$ cat config.mk
export PLATFORM = sky130hd
export DESIGN_NAME = sorted_array_priority_queue
export DESIGN_NICKNAME = d
export VERILOG_FILES = /design/src/rtl/sapq_pkg.sv /design/src/rtl/sorted_array_priority_queue.sv /design/src/rtl/sapq_ctrl.sv /design/src/rtl/sapq_dp.sv
export SDC_FILE = /design/constraint.sdc
export NUM_CORES = 1
export LEC_CHECK = 0
export BUFFER_PORTS_ARGS = -buffer_cell sky130_fd_sc_hd__buf_4
export CAP_MARGIN = 25
export CORE_MARGIN = 2
export CORE_UTILIZATION = 55
export DETAILED_ROUTE_END_ITERATION = 8
export PLACE_DENSITY_LB_ADDON = 0.3
export RECOVER_POWER = 25
export SLEW_MARGIN = 15
export SYNTH_ARGS = -nofsm -noshare
export SYNTH_HDL_FRONTEND = slang
export SYNTH_SLANG_ARGS = --single-unit
$ cat constraint.sdc
create_clock -name clk -period 8.6 [get_ports clk]
set_input_delay 0 -clock clk [delete_from_list [all_inputs] [get_ports clk]]
set_output_delay 0 -clock clk [all_outputs]
set_load 0.02 [all_outputs]
$ cat src/rtl/sapq_pkg.sv
// Shared types and constants for the sorted array priority queue.
package sapq_pkg;

  localparam int VAL_W   = 32;
  localparam int PRIO_W  = 16;
  localparam int ENTRY_W = VAL_W + PRIO_W;
  localparam int OCC_W   = 5;
  localparam int STAT_W  = 2;
  localparam int IN_TDATA_W  = 48;
  localparam int OUT_TDATA_W = 56;

  localparam logic OP_ENQ = 1'b0;
  localparam logic OP_DEQ = 1'b1;

  localparam logic [STAT_W-1:0] ST_DONE  = 2'd0;
  localparam logic [STAT_W-1:0] ST_FULL  = 2'd1;
  localparam logic [STAT_W-1:0] ST_EMPTY = 2'd2;

  typedef enum logic [2:0] {
    S_IDLE,
    S_ENQ_RD,
    S_ENQ_CMP,
    S_DEQ_RD,
    S_DEQ_HEAD,
    S_DEQ_MV,
    S_FIN
  } sapq_state_t;

  // Commands from the sequencer to the datapath.
  typedef struct packed {
    logic latch;
    logic rd;
    logic shift_wr;
    logic ins_wr;
    logic cap_head;
    logic load_out;
  } sapq_cmd_t;

  // Status from the datapath to the sequencer.
  typedef struct packed {
    logic in_deq;
    logic reject;
    logic op_deq;
    logic ptr_zero;
    logic ptr_end;
    logic greater;
    logic out_busy;
  } sapq_sts_t;

endpackage

$ cat src/rtl/sorted_array_priority_queue.sv
// Top level of the sorted array priority queue.
//
// The input channel carries one operation per transaction: in_tuser selects
// enqueue (0) or dequeue (1), in_tdata carries the value and priority used by
// an enqueue. Every operation yields exactly one result transaction on the
// output channel with a status code in out_tuser and the removed entry and
// the occupancy after the operation in out_tdata.
// The store is a single-port memory that is walked one entry per step, each
// step being a registered read followed by a write. An enqueue moves every
// entry that the new entry passes on by one place, a dequeue walks all
// entries in the store and pulls them up, and a rejected operation goes
// straight to its result without touching the store. The block takes one
// operation at a time; the next is accepted in the cycle after the result is
// loaded into the output register, even if that result has not been taken yet.
// When the receiver stalls, the result holds in the output register and the
// next operation runs up to its own result, then waits until the register is
// free. Reset empties the queue at once; no clearing pass is needed since
// only entries below the count are ever read.
module sorted_array_priority_queue #(
  parameter int DEPTH = 16
) (
  input  logic                              clk,
  input  logic                              rst_n,
  input  logic                              in_tvalid,
  output logic                              in_tready,
  // in_tdata fields from bit 0: item_value[31:0], item_priority[47:32]
  input  logic [sapq_pkg::IN_TDATA_W-1:0]   in_tdata,
  // in_tuser fields from bit 0: opcode[0]
  input  logic                              in_tuser,
  output logic                              out_tvalid,
  input  logic                              out_tready,
  // out_tdata fields from bit 0: out_value[31:0], out_priority[47:32],
  // occupancy[52:48], zero fill[55:53]
  output logic [sapq_pkg::OUT_TDATA_W-1:0]  out_tdata,
  // out_tuser fields from bit 0: status[1:0]
  output logic [sapq_pkg::STAT_W-1:0]       out_tuser
);

  sapq_pkg::sapq_cmd_t cmd;
  sapq_pkg::sapq_sts_t sts;

  sapq_ctrl u_ctrl (
    .clk       (clk),
    .rst_n     (rst_n),
    .in_tvalid (in_tvalid),
    .in_tready (in_tready),
    .sts       (sts),
    .cmd       (cmd)
  );

  sapq_dp #(
    .DEPTH (DEPTH)
  ) u_dp (
    .clk        (clk),
    .rst_n      (rst_n),
    .in_tdata   (in_tdata),
    .in_tuser   (in_tuser),
    .cmd        (cmd),
    .sts        (sts),
    .out_tvalid (out_tvalid),
    .out_tready (out_tready),
    .out_tdata  (out_tdata),
    .out_tuser  (out_tuser)
  );

  // A result is only loaded when the output register is free.
  a_load_free: assert property (@(posedge clk) disable iff (!rst_n)
    cmd.load_out |-> (!out_tvalid || out_tready))
    else $error("result loaded over a pending output transaction");

  // One operation at a time: acceptance closes the input until the result.
  a_one_op: assert property (@(posedge clk) disable iff (!rst_n)
    (in_tvalid && in_tready) |=> !in_tready)
    else $error("second operation accepted while one is in flight");

  // A rejected operation never touches the store.
  a_reject_nowrite: assert property (@(posedge clk) disable iff (!rst_n)
    (in_tvalid && in_tready && sts.reject) |=> !(cmd.ins_wr || cmd.shift_wr))
    else $error("store written by a rejected operation");

  // A dequeue only shifts entries, it never inserts.
  a_deq_noins: assert property (@(posedge clk) disable iff (!rst_n)
    sts.op_deq |-> !cmd.ins_wr)
    else $error("insert issued during a dequeue");

endmodule

$ cat src/rtl/sapq_ctrl.sv
// Sequencer for the priority queue: walks the store one entry at a time.
module sapq_ctrl (
  input  logic               clk,
  input  logic               rst_n,
  input  logic               in_tvalid,
  output logic               in_tready,
  input  sapq_pkg::sapq_sts_t sts,
  output sapq_pkg::sapq_cmd_t cmd
);

  sapq_pkg::sapq_state_t state_r, state_nxt;

  always_ff @(posedge clk) begin
    if (!rst_n) begin
      state_r <= sapq_pkg::S_IDLE;
    end else begin
      state_r <= state_nxt;
    end
  end

  always_comb begin
    state_nxt = state_r;
    case (state_r)
      sapq_pkg::S_IDLE: begin
        if (in_tvalid) begin
          if (sts.reject) state_nxt = sapq_pkg::S_FIN;
          else if (sts.in_deq) state_nxt = sapq_pkg::S_DEQ_RD;
          else state_nxt = sapq_pkg::S_ENQ_RD;
        end
      end
      sapq_pkg::S_ENQ_RD: begin
        state_nxt = sts.ptr_zero ? sapq_pkg::S_FIN : sapq_pkg::S_ENQ_CMP;
      end
      sapq_pkg::S_ENQ_CMP: begin
        state_nxt = sts.greater ? sapq_pkg::S_ENQ_RD : sapq_pkg::S_FIN;
      end
      sapq_pkg::S_DEQ_RD: begin
        if (sts.ptr_end) state_nxt = sapq_pkg::S_FIN;
        else if (sts.ptr_zero) state_nxt = sapq_pkg::S_DEQ_HEAD;
        else state_nxt = sapq_pkg::S_DEQ_MV;
      end
      sapq_pkg::S_DEQ_HEAD: state_nxt = sapq_pkg::S_DEQ_RD;
      sapq_pkg::S_DEQ_MV:   state_nxt = sapq_pkg::S_DEQ_RD;
      sapq_pkg::S_FIN: begin
        if (!sts.out_busy) state_nxt = sapq_pkg::S_IDLE;
      end
      default: state_nxt = sapq_pkg::S_IDLE;
    endcase
  end

  always_comb begin
    cmd       = '0;
    in_tready = 1'b0;
    case (state_r)
      sapq_pkg::S_IDLE: begin
        in_tready = 1'b1;
        cmd.latch = in_tvalid;
      end
      sapq_pkg::S_ENQ_RD: begin
        if (sts.ptr_zero) cmd.ins_wr = 1'b1;
        else cmd.rd = 1'b1;
      end
      sapq_pkg::S_ENQ_CMP: begin
        if (sts.greater) cmd.shift_wr = 1'b1;
        else cmd.ins_wr = 1'b1;
      end
      sapq_pkg::S_DEQ_RD: begin
        cmd.rd = !sts.ptr_end;
      end
      sapq_pkg::S_DEQ_HEAD: cmd.cap_head = 1'b1;
      sapq_pkg::S_DEQ_MV:   cmd.shift_wr = 1'b1;
      sapq_pkg::S_FIN:      cmd.load_out = !sts.out_busy;
      default: cmd = '0;
    endcase
  end

endmodule

$ cat src/rtl/sapq_dp.sv
// Datapath: entry store, item registers, pointer, count and output register.
module sapq_dp #(
  parameter int DEPTH = 16
) (
  input  logic                              clk,
  input  logic                              rst_n,
  input  logic [sapq_pkg::IN_TDATA_W-1:0]   in_tdata,
  input  logic                              in_tuser,
  input  sapq_pkg::sapq_cmd_t               cmd,
  output sapq_pkg::sapq_sts_t               sts,
  output logic                              out_tvalid,
  input  logic                              out_tready,
  output logic [sapq_pkg::OUT_TDATA_W-1:0]  out_tdata,
  output logic [sapq_pkg::STAT_W-1:0]       out_tuser
);

  localparam int AW = (DEPTH > 1) ? $clog2(DEPTH) : 1;
  localparam int CW = $clog2(DEPTH + 1);
  localparam logic [CW-1:0] ONE  = {{(CW-1){1'b0}}, 1'b1};
  localparam logic [CW-1:0] FULL = CW'(DEPTH);
  localparam int PAD_W = sapq_pkg::OUT_TDATA_W - sapq_pkg::ENTRY_W - sapq_pkg::OCC_W;

  logic [sapq_pkg::ENTRY_W-1:0] mem [DEPTH];
  logic [sapq_pkg::ENTRY_W-1:0] rd_data_r;

  logic                          op_r;
  logic [sapq_pkg::ENTRY_W-1:0]  item_r;
  logic [CW-1:0]                 ptr_r, ptr_nxt;
  logic [CW-1:0]                 count_r, count_nxt;
  logic [sapq_pkg::STAT_W-1:0]   res_status_r;
  logic [sapq_pkg::ENTRY_W-1:0]  res_entry_r;

  logic                          out_valid_r;
  logic [sapq_pkg::STAT_W-1:0]   out_status_r;
  logic [sapq_pkg::ENTRY_W-1:0]  out_entry_r;
  logic [sapq_pkg::OCC_W-1:0]    out_occ_r;

  logic [CW-1:0]                 ptr_m1;
  logic [AW-1:0]                 rd_addr, wr_addr;
  logic [sapq_pkg::ENTRY_W-1:0]  wr_data;
  logic                          wr_en;
  logic                          in_full, in_empty;
  logic [CW+sapq_pkg::OCC_W-1:0] occ_wide;

  assign ptr_m1   = ptr_r - ONE;
  assign in_full  = (count_r >= FULL);
  assign in_empty = (count_r == '0);

  // Enqueue looks at the entry just ahead of the hole; dequeue pulls entries up.
  assign rd_addr = (op_r == sapq_pkg::OP_DEQ) ? ptr_r[AW-1:0] : ptr_m1[AW-1:0];
  assign wr_addr = (cmd.shift_wr && op_r == sapq_pkg::OP_DEQ) ? ptr_m1[AW-1:0]
                                                               : ptr_r[AW-1:0];
  assign wr_data = cmd.ins_wr ? item_r : rd_data_r;
  assign wr_en   = cmd.ins_wr || cmd.shift_wr;

  always_ff @(posedge clk) begin
    if (wr_en) mem[wr_addr] <= wr_data;
    if (cmd.rd) rd_data_r <= mem[rd_addr];
  end

  always_comb begin
    ptr_nxt = ptr_r;
    if (cmd.latch) begin
      ptr_nxt = (in_tuser == sapq_pkg::OP_DEQ) ? '0 : count_r;
    end else if (cmd.shift_wr || cmd.cap_head) begin
      ptr_nxt = (op_r == sapq_pkg::OP_DEQ) ? ptr_r + ONE : ptr_m1;
    end
  end

  always_comb begin
    count_nxt = count_r;
    if (cmd.load_out && res_status_r == sapq_pkg::ST_DONE) begin
      count_nxt = (op_r == sapq_pkg::OP_DEQ) ? count_r - ONE : count_r + ONE;
    end
  end

  assign occ_wide = {{sapq_pkg::OCC_W{1'b0}}, count_nxt};

  always_ff @(posedge clk) begin
    ptr_r <= ptr_nxt;
    if (cmd.latch) begin
      op_r        <= in_tuser;
      item_r      <= in_tdata[sapq_pkg::ENTRY_W-1:0];
      res_entry_r <= '0;
      if (in_tuser == sapq_pkg::OP_DEQ) begin
        res_status_r <= in_empty ? sapq_pkg::ST_EMPTY : sapq_pkg::ST_DONE;
      end else begin
        res_status_r <= in_full ? sapq_pkg::ST_FULL : sapq_pkg::ST_DONE;
      end
    end
    if (cmd.cap_head) res_entry_r <= rd_data_r;
    if (cmd.load_out) begin
      out_status_r <= res_status_r;
      out_entry_r  <= res_entry_r;
      out_occ_r    <= occ_wide[sapq_pkg::OCC_W-1:0];
    end
  end

  always_ff @(posedge clk) begin
    if (!rst_n) begin
      count_r     <= '0;
      out_valid_r <= 1'b0;
    end else begin
      count_r <= count_nxt;
      if (cmd.load_out) out_valid_r <= 1'b1;
      else if (out_tready) out_valid_r <= 1'b0;
    end
  end

  // Signed compare: the new entry passes only strictly lower priorities.
  assign sts.greater  = $signed(item_r[sapq_pkg::ENTRY_W-1:sapq_pkg::VAL_W]) >
                        $signed(rd_data_r[sapq_pkg::ENTRY_W-1:sapq_pkg::VAL_W]);
  assign sts.in_deq   = (in_tuser == sapq_pkg::OP_DEQ);
  assign sts.reject   = (in_tuser == sapq_pkg::OP_DEQ) ? in_empty : in_full;
  assign sts.op_deq   = (op_r == sapq_pkg::OP_DEQ);
  assign sts.ptr_zero = (ptr_r == '0);
  assign sts.ptr_end  = (ptr_r >= count_r);
  assign sts.out_busy = out_valid_r && !out_tready;

  assign out_tvalid = out_valid_r;
  assign out_tuser  = out_status_r;
  assign out_tdata  = {{PAD_W{1'b0}}, out_occ_r, out_entry_r};

endmodule
==> results_dict.tcl, run 1 <==
set metrics [dict create \
    dp_hpwl_um 40300 \
    layout.cells.non_filler 2826 \
    routedWlPerCell_um 29.2 \
    synth_xor_xnor_area_share_pct 0.255 \
    timing.clock.skew_ns 0.0250 \
    critPathArrivalTime_ns 6.47 \
    netlist_area_mm2 0.0378 \
    placement_rows 96 \
    detail_route.wirelength_um 82400 \
    numPlacedInstances 2592 \
    setup-violations-final 0 \
    critical_path_required_ns 8.89 \
    drc 0 \
    gr-total-overflow 0 \
    synth_sequential_area_ratio_pct 78.0 \
    setup_total_negative_slack_ns 0 \
    clock_sinks 984 \
    timing.critical_path.to_type "register" \
    violations "max-capacitance violations, max-slew violations" \
    detailroute.via_count 17795 \
    yosys.area.top_type_share_pct 77.5 \
    yosysWarningCount 0 \
    critical_path_s_largest_stage_delay_ns 2.50 \
    crit_chain "clkbuf_1, nor2_1, nand2_1, a311o_1, a31o_1, nand2_1, o31a_4, nor2_4, buf_4" \
    globalRouteMet3Util_pct 4.29 \
    tritoncts "built" \
    synthDistinctLibCells 66 \
    grt_pass1_vias 18384 \
    grt_max_degree 110 \
    worstSkewPairLatency_ns 0.66 \
    antenna_found_initial 1 \
    worst_max_slew_pin_slew_ns 3.59 \
    power.switching_fraction_pct 29.4 \
    achievable-frequency_ghz 0.162 \
    ir_worst_vdd_uv 276 \
    critPathSlowestCell "sky130_fd_sc_hd__clkbuf_1" \
    die_w_um 266 \
    worstHoldPathType "input pin to register" \
    rr_worst_depth 9 \
    power_share_of_the_sequential_group_pct 42.6 \
    groute.layer.met1.usage_pct 33.4 \
    cts-root-buf "sky130_fd_sc_hd__clkbuf_16" \
    dp_worst_setup_slack_ns 3.89 \
    intPower_w 0.0111 \
    gr-usage-met2_pct 39.1 \
    cts.clk_slew.worst_paths_ns 0.06 \
    yosysTopAreaCell "sky130_fd_sc_hd__edfxtp_1" \
    synth_enable_flop_cells 975 \
    largest_family_of_logic_cells_by_synthesized_area "multiplexers" \
    p_switching_w 0.00462 \
    cap_viol_max_count 3 \
    num-nets-final 1946 \
    pwr-share-clk_pct 27.0 \
    place.port_buffers 109 \
    p_leak_nw 14.0 \
    postCtsResizedCells 0 \
    grt_util_all_layers_pct 23.8 \
    cts_max_path_buffers 3 \
    dieArea_mm2 0.0708 \
    gp_congestion 0.810 \
    htree_levels 3 \
    clock_period_minus_worst_slack_ns 6.18 \
    areaGrowthSynthToFinish_pct 14.7 \
    power.density_cell_area_mw_per_mm2 362 \
    finish.utilization_pct 63.4 \
    synth-compound-area-share_pct 1.35 \
    design.core.area_mm2 0.0683 \
    synth-seq-cells 984 \
    synthesis.area_per_instance_um2 23.0 \
    post-synth-top-count-cell "sky130_fd_sc_hd__edfxtp_1" \
    setup_repair_after_global_routing_missed_its_margin "false" \
    grt_most_used_layer "met2" \
    dominantRegCellSynth "sky130_fd_sc_hd__edfxtp_1" \
    netlist_instances 1642 \
    tritoncts.num_buffers 95 \
    synth_commonest_cells "sky130_fd_sc_hd__edfxtp_1, sky130_fd_sc_hd__mux4_2, sky130_fd_sc_hd__and3_1" \
    postRouteAntennaNets 0 \
    critPathMostFrequentCell "sky130_fd_sc_hd__nand2_1" \
    number_of_primary_i_o_pins 113 \
    final-max-slew-violation-count 139 \
    post_synth_mux_area_share_pct 15.8 \
    vias_per_cell 6.30 \
    first_iter_violations 1921 \
    relative_contribution_of_combinational_cells_to_total_power_pct 30.4 \
    post-route-period-util_pct 71.9 \
    relSlewSlack_pct -139 \
    floorplan.initialDensity_pct 55.3 \
    drtPass1Iterations 5 \
    grt_pass1_wl_um 121000 \
    timing.final.hold_violations 0 \
    async_reset_ff_share_pct 0 \
    chipHeight_um 266 \
    fillCellCount 4459 \
    post_synth_and_or_nand_nor_area_fraction_pct 2.36 \
    synthTopCellsByArea "sky130_fd_sc_hd__edfxtp_1, sky130_fd_sc_hd__mux4_2, sky130_fd_sc_hd__mux2_2" \
    layout_cell_share_with_drive_strength_beyond_1_pct 28.2 \
    critical_path.startpoint_type "register" \
    run_status "complete, but fails checks" \
    final_setup_margin_ns 2.42 \
    timing.critical_path.fanout_max 62 \
    synth_fa_ha_area_share_pct 0.980 \
    path_class "register to register" \
    whs_path_depth 2 \
]
logic make-up after synthesis:
kind of cell | after synthesis
buffers and inverters | 109
adder cells (fa/ha/maj) | 29
other | 1
AO/OA/AOI/OAI | 69
AND/OR/NAND/NOR | 150
XOR/XNOR | 11
multiplexers | 289
flip-flops | 984
worst max-delay path: cells and delay by family (launching register included):
family,cells,cell delay [ns]
buffers and inverters,2,3.14
AND/OR/NAND/NOR,4,1.37
AO/OA/AOI/OAI,3,0.95
flip-flops,1,0.31
path summary, 6_finish.rpt:
kind | slack, ns | startpoint | end
hold reg to reg | 0.42 | u_dp.res_entry_r[34] | u_dp.out_entry_r[34]
hold / removal | 0.07 | in_tdata[23] | u_dp.item_r[23]
setup / recovery | 2.42 | u_ctrl.state_r[2] | u_dp.mem[11][21]
setup reg to reg | 2.42 | u_ctrl.state_r[2] | u_dp.mem[11][21]
cells in the final DEF (no fill, tap or decap), types with 6 or more instances in the layout:
master | synthesis | layout
sky130_fd_sc_hd__clkbuf_4 | 0 | 45
sky130_fd_sc_hd__inv_1 | 28 | 28
sky130_fd_sc_hd__and2_1 | 10 | 6
sky130_fd_sc_hd__a21oi_1 | 19 | 19
sky130_fd_sc_hd__clkbuf_1 | 28 | 79
sky130_fd_sc_hd__nor2_1 | 22 | 13
sky130_fd_sc_hd__buf_4 | 6 | 37
sky130_fd_sc_hd__nor2_4 | 0 | 9
sky130_fd_sc_hd__clkbuf_16 | 0 | 96
sky130_fd_sc_hd__and3_1 | 50 | 50
sky130_fd_sc_hd__mux2_1 | 0 | 8
sky130_fd_sc_hd__edfxtp_1 | 975 | 975
sky130_fd_sc_hd__dlygate4sd3_1 | 0 | 54
sky130_fd_sc_hd__clkinv_2 | 0 | 17
sky130_fd_sc_hd__nand2_1 | 17 | 17
sky130_fd_sc_hd__mux4_2 | 240 | 240
sky130_fd_sc_hd__ha_1 | 28 | 27
sky130_fd_sc_hd__o21ai_0 | 13 | 12
sky130_fd_sc_hd__dfxtp_1 | 9 | 8
sky130_fd_sc_hd__clkinvlp_4 | 0 | 7
sky130_fd_sc_hd__mux2_2 | 48 | 40
sky130_fd_sc_hd__clkinv_1 | 1 | 19
sky130_fd_sc_hd__bufinv_16 | 0 | 14
sky130_fd_sc_hd__nand3_1 | 9 | 9
stage by stage:
step | total power, W | area (um^2) | hold WS, ns
floorplan | 0.0102 | 37800 | 0.0989
global placement | 0.0114 | 39800 | 0.178
detailed placement | 0.0116 | 39800 | 0.179
CTS | 0.0158 | 43500 | 0.0142
global route | 0.0163 | 43300 | 0.0625
finish | 0.0157 | 43300 | 0.0681
power by group through the flow:
stage	Combinational, W	Clock, W	Sequential [W]
4_1_cts	0.00485	0.00431	0.00669
3_3_place_gp	0.00469	0	0.00675
5_1_grt	0.00510	0.00448	0.00673
3_5_place_dp	0.00481	0	0.00678
6_report	0.00477	0.00424	0.00669
2_1_floorplan	0.00346	0	0.00671
area by class of cell:
cell class / instances / area [um^2] / share of cell area (%)
antenna: 2 / 5.00 / 0.0116
clock buffer: 112 / 2460 / 5.68
clock inverter: 63 / 723 / 1.67
inverter: 29 / 109 / 0.251
multi-input combinational: 551 / 7990 / 18.4
sequential: 984 / 29500 / 68.0
tap: 882 / 1100 / 2.55
timing repair buffer: 203 / 1480 / 3.42
state kept, by name, indices dropped and copies added, names as in the netlist:
signal / flops
u_dp.mem: 768
u_dp.ptr_r: 5
u_dp.item_r: 48
u_dp.res_entry_r: 48
u_ctrl.state_r: 3
u_dp.out_occ_r: 5
u_dp.out_tvalid: 1
u_dp.count_r: 5
u_dp.out_entry_r: 48
u_dp.out_tuser: 2
u_dp.op_r: 1
u_dp.res_status_r: 2
u_dp.rd_data_r: 48
per-layer routing:
metal	share of wire (%)	routed length, um	vias to the layer above
met1	40	32800	9512
met2	50	41500	794
li1	-	-	7355
met3	7.6	6280	134
met4	2.2	1790	0
met5	0	0	-
repair_timing:
| action | CTS | global route |
|---|---|---|
| setup buffers | 0 | 0 |
| hold buffers | 54 | 0 |
| endpoints found under the hold margin | 65 | 0 |
Note: power is estimated with default switching activity, not from simulation.
==> inputs of run 2 (changes only) <==
ABC_AREA = 1   (was default)
clock period = 6.05 ns   (was 8.6 ns; I/O delays follow)
==> results_dict.tcl, run 2 <==
set metrics [dict create \
    critical_path_s_largest_stage_delay_ns 1.79 \
    worstReg2RegEnd "u_dp.rd_data_r[30]" \
    postRouteAntennaNets 0 \
    grt_util_all_layers_pct 24.3 \
    footprint_of_the_multi_input_gates_mm2 0.00894 \
    drc 0 \
    tritoncts.num_buffers 97 \
    layout.cells.non_filler 4369 \
    setup_total_negative_slack_ns 0 \
    synth_enable_flop_cells 975 \
    critical_path.startpoint_type "register" \
    grt_pass1_wl_um 137000 \
    chipHeight_um 272 \
    postCtsResizedCells 0 \
    placement.cell_area_mm2 0.0414 \
    path_class "register to register" \
    detailroute.via_count 24687 \
    setup_repair_after_global_routing_missed_its_margin "false" \
    timing.clock.skew_ns 0.0243 \
    place.port_buffers 109 \
    antenna_found_initial 0 \
    timing.critical_path.fanout_max 28 \
    worst_path_dominant_cell_family "compound AO/OA/AOI/OAI gates" \
    ir_worst_vdd_uv 603 \
    netlist_area_mm2 0.0396 \
    rrSetupSlack_ns 1.39 \
    crit_chain "inv_1, ha_1, o21a_1, o21ai_0, nand2_1, a21oi_1, o21bai_1, o21ai_1, buf_4" \
    whs_path_depth 2 \
    synthTopCellsByArea "sky130_fd_sc_hd__edfxtp_1, sky130_fd_sc_hd__nand2_1, sky130_fd_sc_hd__o21ai_0" \
    areaGrowthSynthToFinish_pct 14.1 \
    yosysTopAreaCell "sky130_fd_sc_hd__edfxtp_1" \
    number_of_primary_i_o_pins 113 \
    layout.cell_area.non_filler_mm2 0.0451 \
    run_status "complete, but fails checks" \
    achievable-frequency_ghz 0.214 \
    violations "max-capacitance violations, max-slew violations" \
    synthesis.area_per_instance_um2 12.5 \
    synth-seq-cells 984 \
    post-route-period-util_pct 77.1 \
    async_reset_ff_share_pct 0 \
    gr-total-overflow 0 \
    cts-root-buf "sky130_fd_sc_hd__clkbuf_16" \
    die_w_um 272 \
    yosys.area.top_type_share_pct 74.0 \
    min-delay-start "in_tdata[17]" \
    worst_path_buf_inv 2 \
    critical_path_required_ns 6.34 \
    detail_route.wirelength_um 90500 \
    power.density_cell_area_mw_per_mm2 586 \
    htree_levels 3 \
    cts.clk_slew.worst_paths_ns 0.06 \
    final_common_cell "sky130_fd_sc_hd__nand2_1" \
    layout_cell_share_with_drive_strength_beyond_1_pct 9.36 \
    vias_per_cell 5.65 \
    placement_rows 98 \
    dieArea_mm2 0.0741 \
    cap_viol_max_count 6 \
    num-nets-final 3420 \
    setup-violations-final 0 \
    critPathSlowestCell "sky130_fd_sc_hd__o21ai_1" \
    final-max-slew-violation-count 215 \
    tritoncts "built" \
    numPlacedInstances 4120 \
    clock_period_minus_worst_slack_ns 4.66 \
    rr_startpoint "u_dp.ptr_r[0]" \
    number_of_flip_flops_under_the_largest_register_name 768 \
    cts_max_path_buffers 3 \
    synth_commonest_cells "sky130_fd_sc_hd__nand2_1, sky130_fd_sc_hd__edfxtp_1, sky130_fd_sc_hd__o21ai_0" \
    routedWlPerCell_um 20.7 \
    yosysWarningCount 0 \
    synth_sequential_area_ratio_pct 74.5 \
    netlist_instances 3164 \
    drtPass1Iterations 6 \
    clock_sinks 984 \
    most-common-layout-cells "sky130_fd_sc_hd__nand2_1, sky130_fd_sc_hd__edfxtp_1, sky130_fd_sc_hd__o21ai_0" \
    design.core.area_mm2 0.0714 \
    worstSkewPairLatency_ns 0.66 \
    dp_hpwl_um 50200 \
    grt_max_degree 205 \
    p_leak_nw 16.4 \
    post-synth-top-count-cell "sky130_fd_sc_hd__nand2_1" \
    grt_pass1_vias 23603 \
    worst_max_slew_pin_slew_ns 4.06 \
    post-layout-total-power_w 0.0265 \
    largest-register "u_dp.mem" \
    finalHoldWorstSlack_ns 0.0766 \
    final-seq-area_mm2 0.0295 \
    critPathArrivalTime_ns 4.95 \
    timing.critical_path.to_type "register" \
    fillCellCount 5241 \
    worstHoldPathType "input pin to register" \
    relSlewSlack_pct -171 \
    timing.final.hold_violations 0 \
    floorplan.initialDensity_pct 55.4 \
    first_iter_violations 2973 \
    gp_congestion 0.826 \
    dominantRegCellSynth "sky130_fd_sc_hd__edfxtp_1" \
    rr_worst_depth 9 \
    timing.hold.worst_endpoint "u_dp.item_r[17]" \
    synthDistinctLibCells 44 \
]
[run 2: through the flow]
| step | worst slack, ns | utilization, % |
|---|---|---|
| floorplan | 0.713 | - |
| global placement | 2.13 | 57.9 |
| detailed placement | 2.03 | 58.0 |
| CTS | 2.02 | 63.5 |
| global route | 1.11 | 63.2 |
| finish | 1.39 | 63.2 |
[run 2: worst max path at each step]
stage / startpoint / to / cells after the start
4_1_cts: u_dp.op_r / u_dp.rd_data_r[34] / 10
3_5_place_dp: u_dp.op_r / u_dp.rd_data_r[34] / 10
6_report: u_dp.ptr_r[0] / u_dp.rd_data_r[30] / 9
5_1_grt: u_ctrl.state_r[0] / u_dp.ptr_r[4] / 8
2_1_floorplan: u_dp.ptr_r[0] / u_dp.rd_data_r[0] / 8
3_3_place_gp: u_dp.item_r[47] / u_dp.mem[13][20] / 13
[run 2: final cells by class]
class,instances,share of cell area [%]
clock inverter,60,1.77
antenna,1,0.00555
sequential,984,65.3
tap,950,2.63
timing repair buffer,247,3.98
inverter,96,0.829
clock buffer,119,5.70
multi-input combinational,1912,19.8
[run 2: where the power goes]
| group | internal [W] | leakage (nW) | switching, W |
|---|---|---|---|
| sequential | 0.0100 | 8.95 | 0.000285 |
| clock | 0.00380 | 1.64 | 0.00251 |
| combinational | 0.00254 | 5.83 | 0.00732 |
[run 2: cells by family after synthesis]
group                      count (synthesis)  share of synthesized area, %
AOI/OAI and AO/OA                        427                          5.81
xor gates and xnor gates                   8                         0.215
adders and majority gates                 29                         0.936
buffers and inverters                    270                          3.23
DFF                                      984                          74.5
muxes                                     48                          1.21
other                                      1                       0.00948
and+or+nand+nor                         1397                          14.1
[run 2: timing repair]
action | CTS | global route
endpoints found under the hold margin | 65 | 0
buffers inserted | 0 | 0
hold buffers | 53 | 0
[run 2: metal layers]
metal / up-vias / GRT usage, % / share of wire, %
met4: 0 / 7.01 / 1.9
li1: 11432 / - / -
met2: 1148 / 38.1 / 47
met1: 11991 / 35.4 / 42
met3: 116 / 4.06 / 9.2
met5: - / 0 / 0
